$ cat config.mk
export PLATFORM = sky130hd
export DESIGN_NAME = incremental_pid_pwm_motor_drive
export DESIGN_NICKNAME = d
export VERILOG_FILES = /design/src/rtl/ippd_pkg.sv /design/src/rtl/ippd_pid.sv /design/src/rtl/ippd_pwm.sv /design/src/rtl/incremental_pid_pwm_motor_drive.sv
export SDC_FILE = /design/constraint.sdc
export NUM_CORES = 1
export LEC_CHECK = 0
export BUFFER_PORTS_ARGS = -buffer_cell sky130_fd_sc_hd__buf_2
export CELL_PAD_IN_SITES_DETAIL_PLACEMENT = 0
export CELL_PAD_IN_SITES_GLOBAL_PLACEMENT = 1
export CORE_MARGIN = 3
export CORE_UTILIZATION = 36
export CTS_CLUSTER_SIZE = 14
export DETAILED_ROUTE_END_ITERATION = 16
export GPL_ROUTABILITY_DRIVEN = 0
export PLACE_DENSITY_LB_ADDON = 0.05
export SYNTH_ARGS = -nofsm -noshare
export SYNTH_HDL_FRONTEND = slang
export SYNTH_SLANG_ARGS = --single-unit
$ cat constraint.sdc
create_clock -name clk -period 14.5 [get_ports clk]
set_clock_uncertainty 0.1 [all_clocks]
set_input_delay 2.9 -clock clk [delete_from_list [all_inputs] [get_ports clk]]
set_output_delay 2.9 -clock clk [all_outputs]
set_load 0.02 [all_outputs]
$ cat src/rtl/ippd_pkg.sv
// shared types and constants for the incremental pid pwm motor drive
`timescale 1ns / 1ps

package ippd_pkg;

    localparam int GAIN_W       = 8;
    localparam int POS_W        = 8;
    localparam int DUTY_FIELD_W = 4;
    localparam int CFG_INDEX_W  = 2;
    localparam int CFG_DATA_W   = 8;

    // register indexes on the configuration port
    localparam logic [CFG_INDEX_W-1:0] CFG_GAIN_P = 2'd0;
    localparam logic [CFG_INDEX_W-1:0] CFG_GAIN_I = 2'd1;
    localparam logic [CFG_INDEX_W-1:0] CFG_GAIN_D = 2'd2;

    // word kinds
    localparam logic FUNC_UPDATE = 1'b0;
    localparam logic FUNC_TICK   = 1'b1;

    typedef struct packed {
        logic             func;
        logic [POS_W-1:0] set_point;
        logic [POS_W-1:0] measured;
    } in_word_t;

    typedef struct packed {
        logic [DUTY_FIELD_W-1:0] duty;
        logic                    drive_a;
        logic                    drive_b;
        logic                    enable;
    } out_word_t;

    // control decisions from the pid calculation
    typedef struct packed {
        logic dir_load;
        logic drive_a;
        logic drive_b;
        logic hist_shift;
    } pid_ctl_t;

endpackage

$ cat src/rtl/ippd_pid.sv
// incremental pid law: error, history shift decision and next duty
`timescale 1ns / 1ps

module ippd_pid #(
    parameter int DUTY_LIMIT  = 10,
    parameter int ERROR_LIMIT = 10,
    parameter int DUTY_W      = 4,
    parameter int ERR_W       = 4
) (
    input  logic [ippd_pkg::POS_W-1:0]  set_point,
    input  logic [ippd_pkg::POS_W-1:0]  measured,
    input  logic [ippd_pkg::GAIN_W-1:0] gain_p,
    input  logic [ippd_pkg::GAIN_W-1:0] gain_i,
    input  logic [ippd_pkg::GAIN_W-1:0] gain_d,
    input  logic [ERR_W-1:0]            err_now,
    input  logic [ERR_W-1:0]            err_prev,
    input  logic [DUTY_W-1:0]           duty,
    output ippd_pkg::pid_ctl_t          ctl,
    output logic [ERR_W-1:0]            err_new,
    output logic [DUTY_W-1:0]           duty_next
);

    localparam int D2_W  = ERR_W + 1;
    localparam int PRD_W = ippd_pkg::GAIN_W + D2_W;
    localparam int SUM_W = PRD_W + 2;

    logic [ippd_pkg::POS_W-1:0] err_abs;
    logic                       sp_above;
    logic                       differ;
    logic                       over;
    logic [ERR_W-1:0]           e0;
    logic                       d1_pos;
    logic [ERR_W-1:0]           d1;
    logic [D2_W-1:0]            sum02;
    logic [D2_W-1:0]            twice;
    logic                       d2_pos;
    logic [D2_W-1:0]            d2;
    logic [PRD_W-1:0]           prod_p;
    logic [PRD_W-1:0]           prod_i;
    logic [PRD_W-1:0]           prod_d;
    logic [SUM_W-1:0]           pos;
    logic [SUM_W-1:0]           neg;
    logic [SUM_W-1:0]           net;

    always_comb
    begin
        sp_above = set_point > measured;
        differ   = set_point != measured;
        err_abs  = sp_above ? set_point - measured : measured - set_point;
        over     = err_abs > ippd_pkg::POS_W'(ERROR_LIMIT);
        e0       = ERR_W'(err_abs);

        // history after the shift: e0 new, e1 = err_now, e2 = err_prev
        d1_pos = e0 > err_now;
        d1     = d1_pos ? e0 - err_now : err_now - e0;
        sum02  = D2_W'(e0) + D2_W'(err_prev);
        twice  = {err_now, 1'b0};
        d2_pos = sum02 > twice;
        d2     = d2_pos ? sum02 - twice : twice - sum02;

        prod_p = PRD_W'(gain_p) * PRD_W'(d1);
        prod_i = PRD_W'(gain_i) * PRD_W'(e0);
        prod_d = PRD_W'(gain_d) * PRD_W'(d2);

        pos = SUM_W'(prod_i) + SUM_W'(duty)
            + (d1_pos ? SUM_W'(prod_p) : '0)
            + (d2_pos ? SUM_W'(prod_d) : '0);
        neg = (d1_pos ? '0 : SUM_W'(prod_p))
            + (d2_pos ? '0 : SUM_W'(prod_d));
        net = pos - neg;

        ctl.dir_load   = differ;
        ctl.drive_a    = !sp_above;
        ctl.drive_b    = sp_above;
        ctl.hist_shift = differ && !over;
        err_new        = e0;

        if (!differ)
        begin
            duty_next = duty;
        end
        else if (over)
        begin
            duty_next = DUTY_W'(DUTY_LIMIT);
        end
        else if (pos > neg)
        begin
            duty_next = (net < SUM_W'(DUTY_LIMIT)) ? DUTY_W'(net) : DUTY_W'(DUTY_LIMIT);
        end
        else
        begin
            duty_next = duty;
        end
    end

endmodule

$ cat src/rtl/ippd_pwm.sv
// pwm tick: counter advance with wrap and bridge enable level
`timescale 1ns / 1ps

module ippd_pwm #(
    parameter int PWM_PERIOD = 40,
    parameter int CNT_W      = 6,
    parameter int DUTY_W     = 4
) (
    input  logic [CNT_W-1:0]  count,
    input  logic [DUTY_W-1:0] duty,
    output logic [CNT_W-1:0]  count_next,
    output logic              enable_next
);

    localparam int CMP_W = (CNT_W > DUTY_W) ? CNT_W : DUTY_W;

    logic [CNT_W-1:0] count_inc;
    logic             below;

    always_comb
    begin
        count_inc = count + CNT_W'(1);
        below     = CMP_W'(count_inc) <= CMP_W'(duty);
        // at the wrap the level is inverted, as in the original controller
        if (count_inc == CNT_W'(PWM_PERIOD))
        begin
            count_next  = '0;
            enable_next = !below;
        end
        else
        begin
            count_next  = count_inc;
            enable_next = below;
        end
    end

endmodule

$ cat src/rtl/incremental_pid_pwm_motor_drive.sv
// top level: input stage, controller state, result register and gain registers
//
//  port group          direction  payload
//  in_valid/in_ready   in         in_word  (func, set_point, measured)
//  out_valid/out_ready out        out_word (duty, drive_a, drive_b, enable)
//  cfg_valid/cfg_ready in         cfg_index, cfg_data (gain_p, gain_i, gain_d)
//
// a word is registered in the input stage and its result in the result register,
// and one word can be taken every cycle while the result is not stalled
// the three gain multiplies and the signed sum sit between input and result register
// reset clears history, duty and counter, and sets drive_a, drive_b and enable high
// a stalled result holds the input stage; cfg_ready is always high
`timescale 1ns / 1ps

module incremental_pid_pwm_motor_drive #(
    parameter int PWM_PERIOD  = 40,
    parameter int DUTY_LIMIT  = 10,
    parameter int ERROR_LIMIT = 10
) (
    input  logic                                clk,
    input  logic                                rst_n,
    input  logic                                in_valid,
    output logic                                in_ready,
    input  ippd_pkg::in_word_t                  in_word,
    output logic                                out_valid,
    input  logic                                out_ready,
    output ippd_pkg::out_word_t                 out_word,
    input  logic                                cfg_valid,
    output logic                                cfg_ready,
    input  logic [ippd_pkg::CFG_INDEX_W-1:0]    cfg_index,
    input  logic [ippd_pkg::CFG_DATA_W-1:0]     cfg_data
);

    localparam int DUTY_W = $clog2(DUTY_LIMIT + 1);
    localparam int ERR_W  = $clog2(ERROR_LIMIT + 1);
    localparam int CNT_W  = $clog2(PWM_PERIOD + 1);

    logic                           in_valid_reg;
    ippd_pkg::in_word_t             in_word_reg;
    logic                           out_valid_reg;
    ippd_pkg::out_word_t            out_word_reg;
    ippd_pkg::out_word_t            out_word_next;
    logic [ippd_pkg::GAIN_W-1:0]    gain_p_reg;
    logic [ippd_pkg::GAIN_W-1:0]    gain_i_reg;
    logic [ippd_pkg::GAIN_W-1:0]    gain_d_reg;
    logic [ERR_W-1:0]               err_now_reg;
    logic [ERR_W-1:0]               err_prev_reg;
    logic [ERR_W-1:0]               err_prev2_reg;
    logic [DUTY_W-1:0]              duty_reg;
    logic [DUTY_W-1:0]              duty_next;
    logic [CNT_W-1:0]               tick_count_reg;
    logic [CNT_W-1:0]               tick_count_next;
    logic                           drive_a_reg;
    logic                           drive_a_next;
    logic                           drive_b_reg;
    logic                           drive_b_next;
    logic                           enable_reg;
    logic                           enable_next;

    logic                           advance;
    logic                           is_tick;
    ippd_pkg::pid_ctl_t             pid_ctl;
    logic [ERR_W-1:0]               pid_err;
    logic [DUTY_W-1:0]              pid_duty;
    logic [CNT_W-1:0]               pwm_count;
    logic                           pwm_enable;

    assign advance   = in_valid_reg && (!out_valid_reg || out_ready);
    assign in_ready  = !in_valid_reg || advance;
    assign out_valid = out_valid_reg;
    assign out_word  = out_word_reg;
    assign cfg_ready = 1'b1;
    assign is_tick   = in_word_reg.func == ippd_pkg::FUNC_TICK;

    ippd_pid #(
        .DUTY_LIMIT  (DUTY_LIMIT),
        .ERROR_LIMIT (ERROR_LIMIT),
        .DUTY_W      (DUTY_W),
        .ERR_W       (ERR_W)
    ) u_pid (
        .set_point (in_word_reg.set_point),
        .measured  (in_word_reg.measured),
        .gain_p    (gain_p_reg),
        .gain_i    (gain_i_reg),
        .gain_d    (gain_d_reg),
        .err_now   (err_now_reg),
        .err_prev  (err_prev_reg),
        .duty      (duty_reg),
        .ctl       (pid_ctl),
        .err_new   (pid_err),
        .duty_next (pid_duty)
    );

    ippd_pwm #(
        .PWM_PERIOD (PWM_PERIOD),
        .CNT_W      (CNT_W),
        .DUTY_W     (DUTY_W)
    ) u_pwm (
        .count       (tick_count_reg),
        .duty        (duty_reg),
        .count_next  (pwm_count),
        .enable_next (pwm_enable)
    );

    always_comb
    begin
        duty_next       = duty_reg;
        tick_count_next = tick_count_reg;
        drive_a_next    = drive_a_reg;
        drive_b_next    = drive_b_reg;
        enable_next     = enable_reg;
        if (is_tick)
        begin
            tick_count_next = pwm_count;
            enable_next     = pwm_enable;
        end
        else
        begin
            duty_next = pid_duty;
            if (pid_ctl.dir_load)
            begin
                drive_a_next = pid_ctl.drive_a;
                drive_b_next = pid_ctl.drive_b;
            end
        end
        out_word_next.duty    = ippd_pkg::DUTY_FIELD_W'(duty_next);
        out_word_next.drive_a = drive_a_next;
        out_word_next.drive_b = drive_b_next;
        out_word_next.enable  = enable_next;
    end

    // handshake and controller state
    always_ff @(posedge clk or negedge rst_n)
    begin
        if (!rst_n)
        begin
            in_valid_reg   <= 1'b0;
            out_valid_reg  <= 1'b0;
            err_now_reg    <= '0;
            err_prev_reg   <= '0;
            err_prev2_reg  <= '0;
            duty_reg       <= '0;
            tick_count_reg <= '0;
            drive_a_reg    <= 1'b1;
            drive_b_reg    <= 1'b1;
            enable_reg     <= 1'b1;
        end
        else
        begin
            if (in_ready)
            begin
                in_valid_reg <= in_valid;
            end
            if (advance)
            begin
                out_valid_reg <= 1'b1;
            end
            else if (out_ready)
            begin
                out_valid_reg <= 1'b0;
            end
            if (advance)
            begin
                duty_reg       <= duty_next;
                tick_count_reg <= tick_count_next;
                drive_a_reg    <= drive_a_next;
                drive_b_reg    <= drive_b_next;
                enable_reg     <= enable_next;
                if (!is_tick && pid_ctl.hist_shift)
                begin
                    err_prev2_reg <= err_prev_reg;
                    err_prev_reg  <= err_now_reg;
                    err_now_reg   <= pid_err;
                end
            end
        end
    end

    always_ff @(posedge clk or negedge rst_n)
    begin
        if (!rst_n)
        begin
            gain_p_reg <= '0;
            gain_i_reg <= '0;
            gain_d_reg <= '0;
        end
        else if (cfg_valid)
        begin
            case (cfg_index)
                ippd_pkg::CFG_GAIN_P: gain_p_reg <= cfg_data;
                ippd_pkg::CFG_GAIN_I: gain_i_reg <= cfg_data;
                ippd_pkg::CFG_GAIN_D: gain_d_reg <= cfg_data;
                default: ;
            endcase
        end
    end

    // payload registers
    always_ff @(posedge clk)
    begin
        if (in_ready && in_valid)
        begin
            in_word_reg <= in_word;
        end
        if (advance)
        begin
            out_word_reg <= out_word_next;
        end
    end

    a_duty_capped: assert property (@(posedge clk) disable iff (!rst_n)
        duty_reg <= DUTY_W'(DUTY_LIMIT))
        else $error("duty above limit");

    a_count_range: assert property (@(posedge clk) disable iff (!rst_n)
        tick_count_reg < CNT_W'(PWM_PERIOD))
        else $error("pwm counter out of range");

    a_no_brake: assert property (@(posedge clk) disable iff (!rst_n)
        drive_a_reg || drive_b_reg)
        else $error("both bridge inputs low");

    a_equal_holds: assert property (@(posedge clk) disable iff (!rst_n)
        advance && !is_tick && (in_word_reg.set_point == in_word_reg.measured)
        |=> $stable(duty_reg) && $stable(err_now_reg) && $stable(drive_a_reg))
        else $error("equal positions changed controller state");

endmodule
Yosys cells after proc, flatten, opt, wreduce, memory -nomap -nowiden
Cells that the tools add are included.
{"block": "totals", "wordCells": 86, "ff_bits": 71}
{"block": "op_classes", "n_eq_ne": 4, "muxes": 21, "n_reduce_logical": 19, "order_cmp": 7, "multipliers": 3, "add_sub_neg": 13}
{"cell": "$add 15x15->15", "n": 3}
{"cell": "$mux 13", "n": 2}
{"cell": "$mul 8x4->12", "n": 2}
{"cell": "$mux 12", "n": 2}
{"cell": "$mux 4", "n": 6}
{"cell": "$sub 8x8->8", "n": 2}
{"cell": "$gt 15x15->1", "n": 1}
{"cell": "$lt 15x4->1 const B", "n": 1}
{"cell": "$sub 15x15->15", "n": 1}
{"cell": "$add 12x4->13", "n": 1}
{"cell": "$mul 8x5->13", "n": 1}
{"cell": "$reduce_and 2->1", "n": 5}
{"cell": "$sub 5x5->5", "n": 2}
{"cell": "$gt 8x4->1 const B", "n": 1}
{"cell": "$gt 8x8->1", "n": 1}
{"cell": "$mux 1", "n": 8}
{"cell": "$mux 8", "n": 1}
{"cell": "$ne 8x8->1", "n": 1}
{"cell": "$sub 4x4->4", "n": 2}
{"cell": "$add 6x1->6 const B", "n": 1}
{"cell": "$eq 6x6->1 const B", "n": 1}
{"cell": "$le 6x4->1", "n": 1}
{"cell": "$logic_not 1->1", "n": 6}
{"cell": "$mux 6", "n": 1}
{"cell": "10 further kinds", "n": 14}

Depth between registers and ports, before layout
Gate-level depths: netlist of run 1.
{"block": "logic_depth", "word_depth": 15, "mapped_depth": 55}

Modules after synthesis
Synthesis of run 1 repeated with hierarchy kept, for this count alone.
{"block": "unflattened", "cells_unflattened": 1100, "area_unflattened_um2": 10005.8}
{"mod": "ippd_pid", "seq_area_each_um2": 0.0, "cells_each": 908, "instances": 1, "area_per_inst_um2": 6947.9}
{"mod": "incremental_pid_pwm_motor_drive", "seq_area_each_um2": 1900.6, "cells_each": 139, "instances": 1, "area_per_inst_um2": 2657.5}
{"mod": "ippd_pwm", "seq_area_each_um2": 0.0, "cells_each": 53, "instances": 1, "area_per_inst_um2": 400.4}

Worst setup path after synthesis of run 1
OpenSTA, ideal clock, no wires.
{"block": "synth_path", "kind": "reg-to-reg", "startpoint": "register in_word_reg[8] (netlist name)", "endpoint": "register out_word_reg (netlist bit out_word[4]), data pin", "path_buffers": 1, "path_stages_with_launch": 55, "slack_ns": 3.490, "arrival_ns": 10.654, "required_ns": 14.144, "path_cell_list": "edfxtp_1 -> inv_1 -> ha_1 -> inv_1 -> fa_1 -> nand3_1 -> a21oi_1 -> o21ai_4 -> mux2i_1 -> xnor2_1 -> clkbuf_1 -> ha_1 -> xor2_1 -> inv_1 -> fa_1 -> inv_1 -> a21o_1 -> a21oi_1 -> [19 not listed] -> ha_1 -> or3_1 -> o21ai_0 -> a21oi_1 -> a21oi_1 -> o21bai_1 -> a21oi_1 -> xnor2_1 -> ha_1 -> nor2_1 -> a32oi_1 -> o221ai_1 -> nor3_1 -> o211ai_1 -> nor3_1 -> and4_1 -> nand4_4 -> o22a_1"}
{"block": "synth_via", "elab_chain_len": 15}
{"item": "start, declared", "line_no": "incremental_pid_pwm_motor_drive.sv:39", "rtl": "ippd_pkg::in_word_t in_word_reg;"}
{"item": "start signal, assigned", "line_no": "incremental_pid_pwm_motor_drive.sv:203", "rtl": "in_word_reg <= in_word;"}
{"item": "$sub 8x8->8 / $gt 8x8->1 (equally long branches)", "line_no": "ippd_pid.sv:49, ippd_pid.sv:47"}
{"item": "$mux 8 (*)", "line_no": "ippd_pid.sv:49", "rtl": "err_abs = sp_above ? set_point - measured : measured - set_point;"}
{"item": "net pid_err[2]", "line_no": "incremental_pid_pwm_motor_drive.sv:63", "rtl": "logic [ERR_W-1:0] pid_err;"}
{"item": "$sub 4x4->4, or another cell as far along", "line_no": "ippd_pid.sv:55", "rtl": "d1 = d1_pos ? e0 - err_now : err_now - e0;"}
{"item": "$mux 4, or another cell as far along", "line_no": "ippd_pid.sv:55"}
{"item": "$mul 8x4->12 / $mux 5 (equally long branches)", "line_no": "ippd_pid.sv:61, ippd_pid.sv:59"}
{"item": "$mux 12 / $mul 8x5->13 (equally long branches)", "line_no": "ippd_pid.sv:66, ippd_pid.sv:63"}
{"item": "$add 15x15->15, or another cell as far along", "line_no": "ippd_pid.sv:66", "rtl": "+ (d1_pos ? SUM_W'(prod_p) : '0)"}
{"item": "$add 15x15->15, on equally long branches", "line_no": "ippd_pid.sv:67, ippd_pid.sv:69"}
{"item": "$sub 15x15->15", "line_no": "ippd_pid.sv:70", "rtl": "net = pos - neg;"}
{"item": "$lt 15x4->1", "line_no": "ippd_pid.sv:88", "rtl": "duty_next = (net < SUM_W'(DUTY_LIMIT)) ? DUTY_W'(net) : DUTY_W'(DUTY_LIMIT);"}
{"item": "$mux 4", "line_no": "ippd_pid.sv:88"}
{"item": "$mux 4", "line_no": "ippd_pid.sv:86", "rtl": "else if (pos > neg)"}
{"item": "$mux 4 (*)", "line_no": "ippd_pid.sv:82", "rtl": "else if (over)"}
{"item": "$mux 4 (*)", "line_no": "ippd_pid.sv:78", "rtl": "if (!differ)"}
{"item": "$mux 4 (*)", "line_no": "incremental_pid_pwm_motor_drive.sv:112", "rtl": "if (is_tick)"}
{"item": "net duty_next[1]", "line_no": "incremental_pid_pwm_motor_drive.sv:50", "rtl": "logic [DUTY_W-1:0] duty_next;"}
{"item": "end signal, assigned", "line_no": "incremental_pid_pwm_motor_drive.sv:207", "rtl": "out_word_reg <= out_word_next;"}
{"item": "end, declared", "line_no": "incremental_pid_pwm_motor_drive.sv:41", "rtl": "ippd_pkg::out_word_t out_word_reg;"}
Mark *: on every way through the listed nets, which the timed path passes. The rest lies on a longest branch.
A chain may end at the register's enable or synchronous reset.

Worst setup path in the final report of run 1
{"block": "layout_path", "startpoint": "register in_word_reg[8] (netlist name)", "endpoint": "register out_word_reg (netlist bit out_word[3]), data pin"}
{"block": "layout_via", "elab_chain_len": 15}
{"item": "$sub 8x8->8 / $gt 8x8->1 (equally long branches)", "line_no": "ippd_pid.sv:49, ippd_pid.sv:47"}
{"item": "$mux 8", "line_no": "ippd_pid.sv:49"}
{"item": "$sub 4x4->4, or another cell as far along", "line_no": "ippd_pid.sv:55"}
{"item": "$mux 4, or another cell as far along", "line_no": "ippd_pid.sv:55"}
{"item": "$mul 8x4->12 / $mux 5 (equally long branches)", "line_no": "ippd_pid.sv:61, ippd_pid.sv:59"}
{"item": "$mux 12 / $mul 8x5->13 (equally long branches)", "line_no": "ippd_pid.sv:66, ippd_pid.sv:63"}
{"item": "$add 15x15->15, or another cell as far along", "line_no": "ippd_pid.sv:66"}
{"item": "$add 15x15->15, on equally long branches", "line_no": "ippd_pid.sv:67, ippd_pid.sv:69"}
{"item": "$sub 15x15->15", "line_no": "ippd_pid.sv:70"}
{"item": "$lt 15x4->1", "line_no": "ippd_pid.sv:88"}
{"item": "$mux 4", "line_no": "ippd_pid.sv:88"}
{"item": "$mux 4", "line_no": "ippd_pid.sv:86"}
{"item": "$mux 4", "line_no": "ippd_pid.sv:82"}
{"item": "$mux 4 (*)", "line_no": "ippd_pid.sv:78"}
{"item": "$mux 4 (*)", "line_no": "incremental_pid_pwm_motor_drive.sv:112"}
{"item": "net duty_next[0]", "line_no": "incremental_pid_pwm_motor_drive.sv:50"}
Marked as above.

==> results of run 1 <==
metal layers:
layer	vias to the layer above	global-route usage	routed length [µm]
met4	0	0.03598	306
met3	18	0.02380	747
met1	3478	0.2429	11900
met5	-	0	0
met2	90	0.2745	10680
li1	3781	-	-
critical path, delay by kind of cell (launching register included):
family / cells / cell delay, ns
DFF: 1 / 0.39
and+or+nand+nor: 12 / 2.31
AOI/OAI and AO/OA: 18 / 2.71
buffers and inverters: 6 / 0.79
adders and majority gates: 10 / 4.24
muxes: 1 / 0.25
xor gates and xnor gates: 5 / 1.03
per-stage QoR:
stage | setup slack (ns) | hold slack, ns | cell area, µm² | std cells
final | 2.451 | 0.3898 | 10640 | 1475
after CTS | 2.443 | 0.3907 | 10640 | 1475
after global placement | 2.711 | 0.3737 | 10350 | 1459
after global routing | 1.385 | 0.4285 | 10640 | 1475
after floorplan | 3.490 | 0.3487 | 9758 | 1097
after detailed placement | 2.488 | 0.3774 | 10350 | 1459
kinds of logic (layout without fill, tap and decap cells):
family	after synthesis	in the layout	share of synthesized area
AND/OR/NAND/NOR	307	307	0.1631
adder cells (fa/ha/maj)	210	210	0.3208
buffers and inverters	186	229	0.07334
AO/OA/AOI/OAI	219	219	0.1458
XOR/XNOR	62	62	0.05565
multiplexers	41	41	0.04616
flip-flops	71	71	0.1948
other	1	1	0.0003843
path summary, 6_finish.rpt:
kind | startpoint | endpoint | slack, ns | cells after the start
worst max-delay path | in_word_reg[8] | out_word[3] | 2.45 | 52
worst min-delay path | enable_reg | enable_reg | 0.39 | 2
worst max register to register | in_word_reg[8] | out_word[3] | 2.45 | 52
worst min register to register | enable_reg | enable_reg | 0.39 | 2
max in group asynchronous | rst_n | gain_d_reg[0] | 11.25 | 2
min in group asynchronous | rst_n | tick_count_reg[5] | 2.57 | 2
layout make-up:
| cell class | instances | area (µm²) |
|---|---|---|
| clock buffers | 11 | 254.0 |
| multi-input cells | 840 | 7157 |
| fillers | 2703 | 15710 |
| clock inverters | 5 | 35.03 |
| repair buffers | 47 | 252.7 |
| well taps | 335 | 419.2 |
| inverters | 166 | 623.1 |
| flip-flops and latches | 71 | 1901 |
cell usage in the layout (no fill, tap or decap), drive strengths merged, types with 9 or more instances in the layout:
| master | netlist | layout |
|---|---|---|
| o21bai | 19 | 19 |
| inv | 166 | 170 |
| dfrtp | 44 | 44 |
| mux2i | 9 | 9 |
| a21o | 29 | 29 |
| fa | 67 | 67 |
| mux2 | 32 | 32 |
| a21oi | 65 | 65 |
| xor2 | 26 | 26 |
| clkbuf | 14 | 11 |
| nor2 | 26 | 26 |
| and2 | 43 | 43 |
| nand2 | 111 | 111 |
| nand3 | 20 | 20 |
| ha | 143 | 143 |
| nand2b | 16 | 16 |
| edfxtp | 24 | 24 |
| nor2b | 43 | 43 |
| o21ai | 41 | 41 |
| xnor2 | 36 | 36 |
| buf | 6 | 47 |
| nor3 | 14 | 14 |
==> results.yml, run 1 <==
run_status:
  status: "complete, no violations"
sta:
  max_freq_mhz: 83.00
  rsz0062_at_grt: "false"
  hold_viol: 0
  finalSetupViolations: 0
  worstMarginPinSlew_ns: 1.197
  relSlewSlack: 0.2005
  min_period_over_period: 0.8309
  fin_setup_tns_ns: 0
  min_period_ns: 12.05
  maxSlewViolCount: 0
clock_network:
  cts_buffers: 9
  htreeDepth: 3
  post_cts_buffers: 0
  clk_pin_slew_worst_paths_ns: 0.06
  cts.path.max_buffers: 2
  tritoncts: "built"
  root_buffer: "clkbuf_16"
  clk_latency_ns: 0.35
  cts_sinks: 71
  cts-hold-fix-buffers: 0
  cts_resized: 0
yosys:
  yosys.area.top_type_share: 0.1834
  syn-cell-area_um2: 9758
  synth_nets: 1339
  synth_edf_count: 24
  synth_ff_type: "dfrtp_1"
  yosysTopAreaCell: "ha_1"
  ys_ff_latch: 71
  async_flop_share: 0.6620
  ys_seq_area_frac: 0.1948
  synth_commonest_cells: "inv_1 (166), ha_1 (143), nand2_1 (109)"
  avgSynthCellArea_um2: 8.895
  yosys-top-cells-area: "ha_1 (18%), fa_1 (14%), dfrtp_1 (11%)"
  syn_inst: 1097
  synth_most_common_cell: "inv_1"
  synth_cell_types: 68
  yosysWarningCount: 0
floorplanning:
  die_w_um: 170.6
  design.die.area_um2: 29120
  rows: 59
  die_y_um: 170.6
  coreArea_um2: 26350
  start_util: 0.3703
  io_pins: 42
global_route:
  grt_max_degree: 48
  grt_pass1_vias: 7430
  antenna_found_initial: 0
  grt_pass1_wl_um: 39270
  grt-ovfl-total: 0
  grt_usage: 0.1698
critical_path:
  path_max_fanout: 34
  critPathSlowestCell: "ha_1"
  critPathKind: "reg2reg"
  critPathMaxStageDelay_ns: 0.56
  cp-start-kind: "flop"
  crit_arrival_ns: 12.10
  end_kind: "flop"
  crit_required_ns: 14.55
drt:
  postRouteAntennaNets: 0
  drtIter0Drc: 288
  wl_per_cell_um: 16.03
  wl_um: 23640
  drtPass1Iterations: 4
  drc: 0
  route.vias.total: 7367
  avgViaCountPerCell: 4.995
cells_and_area:
  n_antenna_cell: 0
  largest_reg_flops: 16
  drive_gt1_frac: 0.09912
  area_growth_pct: 9.053
  nets: 1377
  fin_util: 0.4038
place:
  dp_hpwl_um: 19870
  io_buffers: 40
worst_hold_path:
  hp-class: "reg2reg"
flow_run:
  maxCapViolCount: 0
Power of run 1 is left out: the tool's default activity adds up to more than one toggle a clock period on the data nets, which glitch-free logic cannot reach.
==> run 2, diff against run 1 <==
- clock period: 14.5 -> 10.46 ns (I/O delays scaled with it)
==> results.yml, run 2 (synthesis gave the netlist of run 1 again) <==
global_route:
  antenna_found_initial: 0
  met1_usage: 0.2314
  grt_max_degree: 48
  grt_busiest_layer: "met2"
  grt_pass1_vias: 8159
  grt_usage: 0.1717
  grt_util_met3: 0.01086
  grt_use_met2: 0.3040
  grt_pass1_wl_um: 40570
  grt-ovfl-total: 0
cells_and_area:
  final_cell_mix: "inv_1 (155), buf_4 (154), ha_1 (129)"
  final_area_um2: 12370
  drive_gt1_frac: 0.2767
  area_growth_pct: 26.73
  n_antenna_cell: 0
  layout_commonest_cell: "inv_1"
  nets: 1531
  largest_reg_flops: 16
drt:
  avgViaCountPerCell: 4.865
  route.vias.total: 7925
  postRouteAntennaNets: 0
  drc: 0
  drtPass1Iterations: 4
  drtIter0Drc: 241
  wl_um: 24130
  wl_per_cell_um: 14.81
sta:
  worstMarginPinSlew_ns: 0.8262
  min_period_over_period: 0.9987
  rsz0062_at_grt: "true"
  finalSetupViolations: 0
  min_period_ns: 10.45
  max_freq_mhz: 95.72
  relSlewSlack: 0.4492
  hold_viol: 0
  maxSlewViolCount: 0
clock_network:
  clk_pin_slew_worst_paths_ns: 0.06
  cts.path.max_buffers: 2
  cts_sinks: 71
  htreeDepth: 3
  cts-hold-fix-buffers: 0
  tritoncts: "built"
  clk_latency_ns: 0.33
  cts_buffers: 9
  root_buffer: "clkbuf_16"
floorplanning:
  coreArea_um2: 26350
  start_util: 0.3703
  die_w_um: 170.6
  die_y_um: 170.6
  io_pins: 42
  rows: 59
  design.die.area_um2: 29120
flow_run:
  maxCapViolCount: 0
critical_path:
  crit_buf_inv: 11
  crit_start: "in_word_reg[8]"
  critPathSlowestCell: "fa_1"
  crit_arrival_ns: 10.43
  crit_required_ns: 10.45
  cp-start-kind: "flop"
  critPathMaxStageDelay_ns: 0.56
  end_kind: "flop"
  crit_path_frequent_cell: "inv_2"
  critical-path-top-delay-family: "adder cells"
  critPathKind: "reg2reg"
  reg2reg_from: "in_word_reg[8]"
  path_max_fanout: 5
worst_hold_path:
  hp-class: "reg2reg"
  worstHoldStart: "in_valid_reg"
place:
  io_buffers: 40
  dpl-instance-area_um2: 11350
  dp_hpwl_um: 20290
run_status:
  status: "complete, no violations"
[run 2: cell count changes in the layout (fill, tap and decap cells not counted), sizes merged]
cell / before / now
buf: 47 / 201
clkinvlp: 0 / 1
inv: 170 / 168
bufinv: 0 / 1
[run 2: final timing paths]
kind	to	slack [ns]	cells past startpoint
max in group asynchronous	tick_count_reg[0]	8.05	2
setup / recovery	out_word[4]	0.01	55
setup reg to reg	out_word[4]	0.01	55
min in group asynchronous	err_now_reg[2]	1.77	2
hold reg to reg	out_valid	0.39	1
hold / removal	out_valid	0.39	1
[run 2: area by class of cell]
cell class	instances	area, µm²
clock buffer	11	264.0
clock inverter	5	61.31
fill	2631	13990
inverter	166	623.1
multi-input combinational	840	7664
sequential	71	1901
tap	335	419.2
timing repair buffer	201	1435
[run 2: stage by stage]
step	util	setup TNS [ns]	setup slack, ns	cells	hold WS (ns)
after detailed placement	0.4307	-2.768	-0.3844	1586	0.3899
after CTS	0.4565	0	0.01079	1621	0.3944
final	0.4693	0	0.01324	1629	0.3856
after floorplan	-	0	0.04889	1097	0.3487
after global routing	0.4693	-4.066	-0.5595	1629	0.4109
after global placement	0.4307	-1.985	-0.2836	1586	0.3757
[run 2: metal layers]
| metal | routed length (µm) | vias to the layer above |
|---|---|---|
| met3 | 318 | 16 |
| met5 | 0 | - |
| met1 | 11690 | 3767 |
| met4 | 289 | 0 |
| li1 | - | 4080 |
| met2 | 11830 | 62 |
[run 2: what timing repair did]
| action | in CTS | in global routing |
|---|---|---|
| endpoints found under the setup margin | 8 | 8 |
| pin swaps | 46 | 66 |
| hold endpoints to repair | 0 | 0 |
| buffers inserted | 19 | 8 |
| resized for setup | 48 | 59 |
Power of run 2 is left out for the same reason.
==> run 3, diff against run 2 <==
- CELL_PAD_IN_SITES_DETAIL_PLACEMENT: 0 -> default
- CELL_PAD_IN_SITES_GLOBAL_PLACEMENT: 1 -> default
==> results.yml, run 3 (synthesis gave the netlist of run 1 again) <==
sta:
  rsz0062_at_grt: "true"
  min_period_over_period: 1.001
  hold_viol: 0
  max_freq_mhz: 95.49
  relSlewSlack: 0.4398
  maxSlewViolCount: 0
  worstMarginPinSlew_ns: 0.8403
  min_period_ns: 10.47
  finalSetupViolations: 2
  layout_setup_ws_ns: -0.01226
critical_path:
  critPathKind: "reg2reg"
  crit_required_ns: 10.57
  reg2regPathDepth: 55
  rrSetupSlack_ns: -0.01
  crit_end: "duty_reg[2]"
  worstReg2RegEnd: "duty_reg[2]"
  cp-start-kind: "flop"
  reg2reg_from: "in_word_reg[8]"
  path_max_fanout: 5
  crit_start: "in_word_reg[8]"
  end_kind: "flop"
  crit_arrival_ns: 10.58
  crit_path_frequent_cell: "buf_4"
  critPathMaxStageDelay_ns: 0.54
  critPathSlowestCell: "fa_1"
drt:
  avgViaCountPerCell: 4.894
  drtIter0Drc: 279
  drtPass1Iterations: 5
  route.vias.total: 8006
  wl_um: 24800
  drc: 0
  postRouteAntennaNets: 0
  wl_per_cell_um: 15.16
global_route:
  grt_usage: 0.1783
  antenna_found_initial: 0
  grt_pass1_wl_um: 42000
  grt_max_degree: 48
  grt_pass1_vias: 8402
  grt-ovfl-total: 0
floorplanning:
  die_y_um: 170.6
  start_util: 0.3703
  rows: 59
  die_w_um: 170.6
  design.die.area_um2: 29120
  coreArea_um2: 26350
  io_pins: 42
clock_network:
  cts_sinks: 71
  htreeDepth: 3
  tritoncts: "built"
  cts.path.max_buffers: 2
  cts_buffers: 9
  clk_pin_slew_worst_paths_ns: 0.06
  cts-hold-fix-buffers: 0
  root_buffer: "clkbuf_16"
  clk_latency_ns: 0.34
cells_and_area:
  nets: 1538
  area_growth_pct: 26.81
  final_cells: 1636
  final_cell_mix: "buf_4 (162), inv_1 (156), ha_1 (131)"
  largest_reg_flops: 16
  n_antenna_cell: 0
  drive_gt1_frac: 0.2667
  layout_commonest_cell: "buf_4"
run_status:
  failed_checks: "negative setup slack"
  status: "complete, but fails checks"
place:
  io_buffers: 40
  dp_slack_ns: -0.4838
  placed_cells_incl_taps: 1587
  dp_hpwl_um: 20650
worst_hold_path:
  hp-class: "reg2reg"
flow_run:
  maxCapViolCount: 0
==> run 3: changes by cell type in the layout (fill, tap and decap cells not counted), moves of 3 or more <==
cell     before  now
a21oi_1      46   52
a21oi_2      15    8
buf_4       154  162
nand2_1     106  109
nand2_2       4    1
xnor2_2       7    4
==> run 3: timing repair <==
action | in CTS | in global routing
setup buffers | 23 | 10
gates resized for setup | 63 | 28
pin swaps | 60 | 42
hold endpoints to repair | 0 | 0
setup endpoints to repair | 8 | 8
==> run 3: worst min-delay path by stage <==
| stage | from | to | slack, ns | cells after the start |
|---|---|---|---|---|
| after floorplan | in_valid_reg | out_valid | 0.35 | 1 |
| after global placement | in_valid_reg | out_valid | 0.36 | 1 |
| after detailed placement | in_valid_reg | out_valid | 0.37 | 1 |
| after CTS | in_valid_reg | out_valid | 0.39 | 1 |
| after global routing | in_valid_reg | out_valid | 0.40 | 1 |
| final | in_valid_reg | out_valid | 0.38 | 1 |
==> run 3: final cells by class <==
class | instances | area (µm²)
Clock buffer | 10 | 250.2
Timing Repair Buffer | 208 | 1484
Fill cell | 2572 | 13980
Sequential cell | 71 | 1901
Clock inverter | 6 | 67.56
Multi-Input combinational cell | 840 | 7630
Tap cell | 335 | 419.2
Inverter | 166 | 623.1
==> run 3: layer usage <==
layer / wire length [µm] / vias to the layer above / global-route usage / share of wire
met4: 469 / 0 / 0.04480 / 0.019
met5: 0 / - / 0 / 0
li1: - / 4089 / - / -
met3: 463 / 32 / 0.01918 / 0.019
met1: 11850 / 3797 / 0.2370 / 0.48
met2: 12020 / 88 / 0.3105 / 0.48
==> run 3: stage by stage <==
step	utilization	cell area, µm²	hold WS (ns)	TNS (ns)
2_1_floorplan	-	9816	0.3487	0
3_3_place_gp	0.4310	11360	0.3574	-2.534
3_5_place_dp	0.4310	11360	0.3729	-3.636
4_1_cts	0.4610	12150	0.3865	-0.3718
5_1_grt	0.4695	12370	0.4021	-4.946
6_report	0.4695	12370	0.3830	-0.02239
==> run 3: worst max-delay path, delay by kind of cell, from the launching register on <==
| kind | cells | cell delay [ns] |
|---|---|---|
| flops | 1 | 0.40 |
| compound gates | 17 | 2.25 |
| fa+ha+maj | 11 | 3.90 |
| xor+xnor | 5 | 0.86 |
| simple gates | 7 | 1.20 |
| buf+inv | 14 | 1.40 |
| mux | 1 | 0.20 |
Power of run 3 is left out for the same reason.
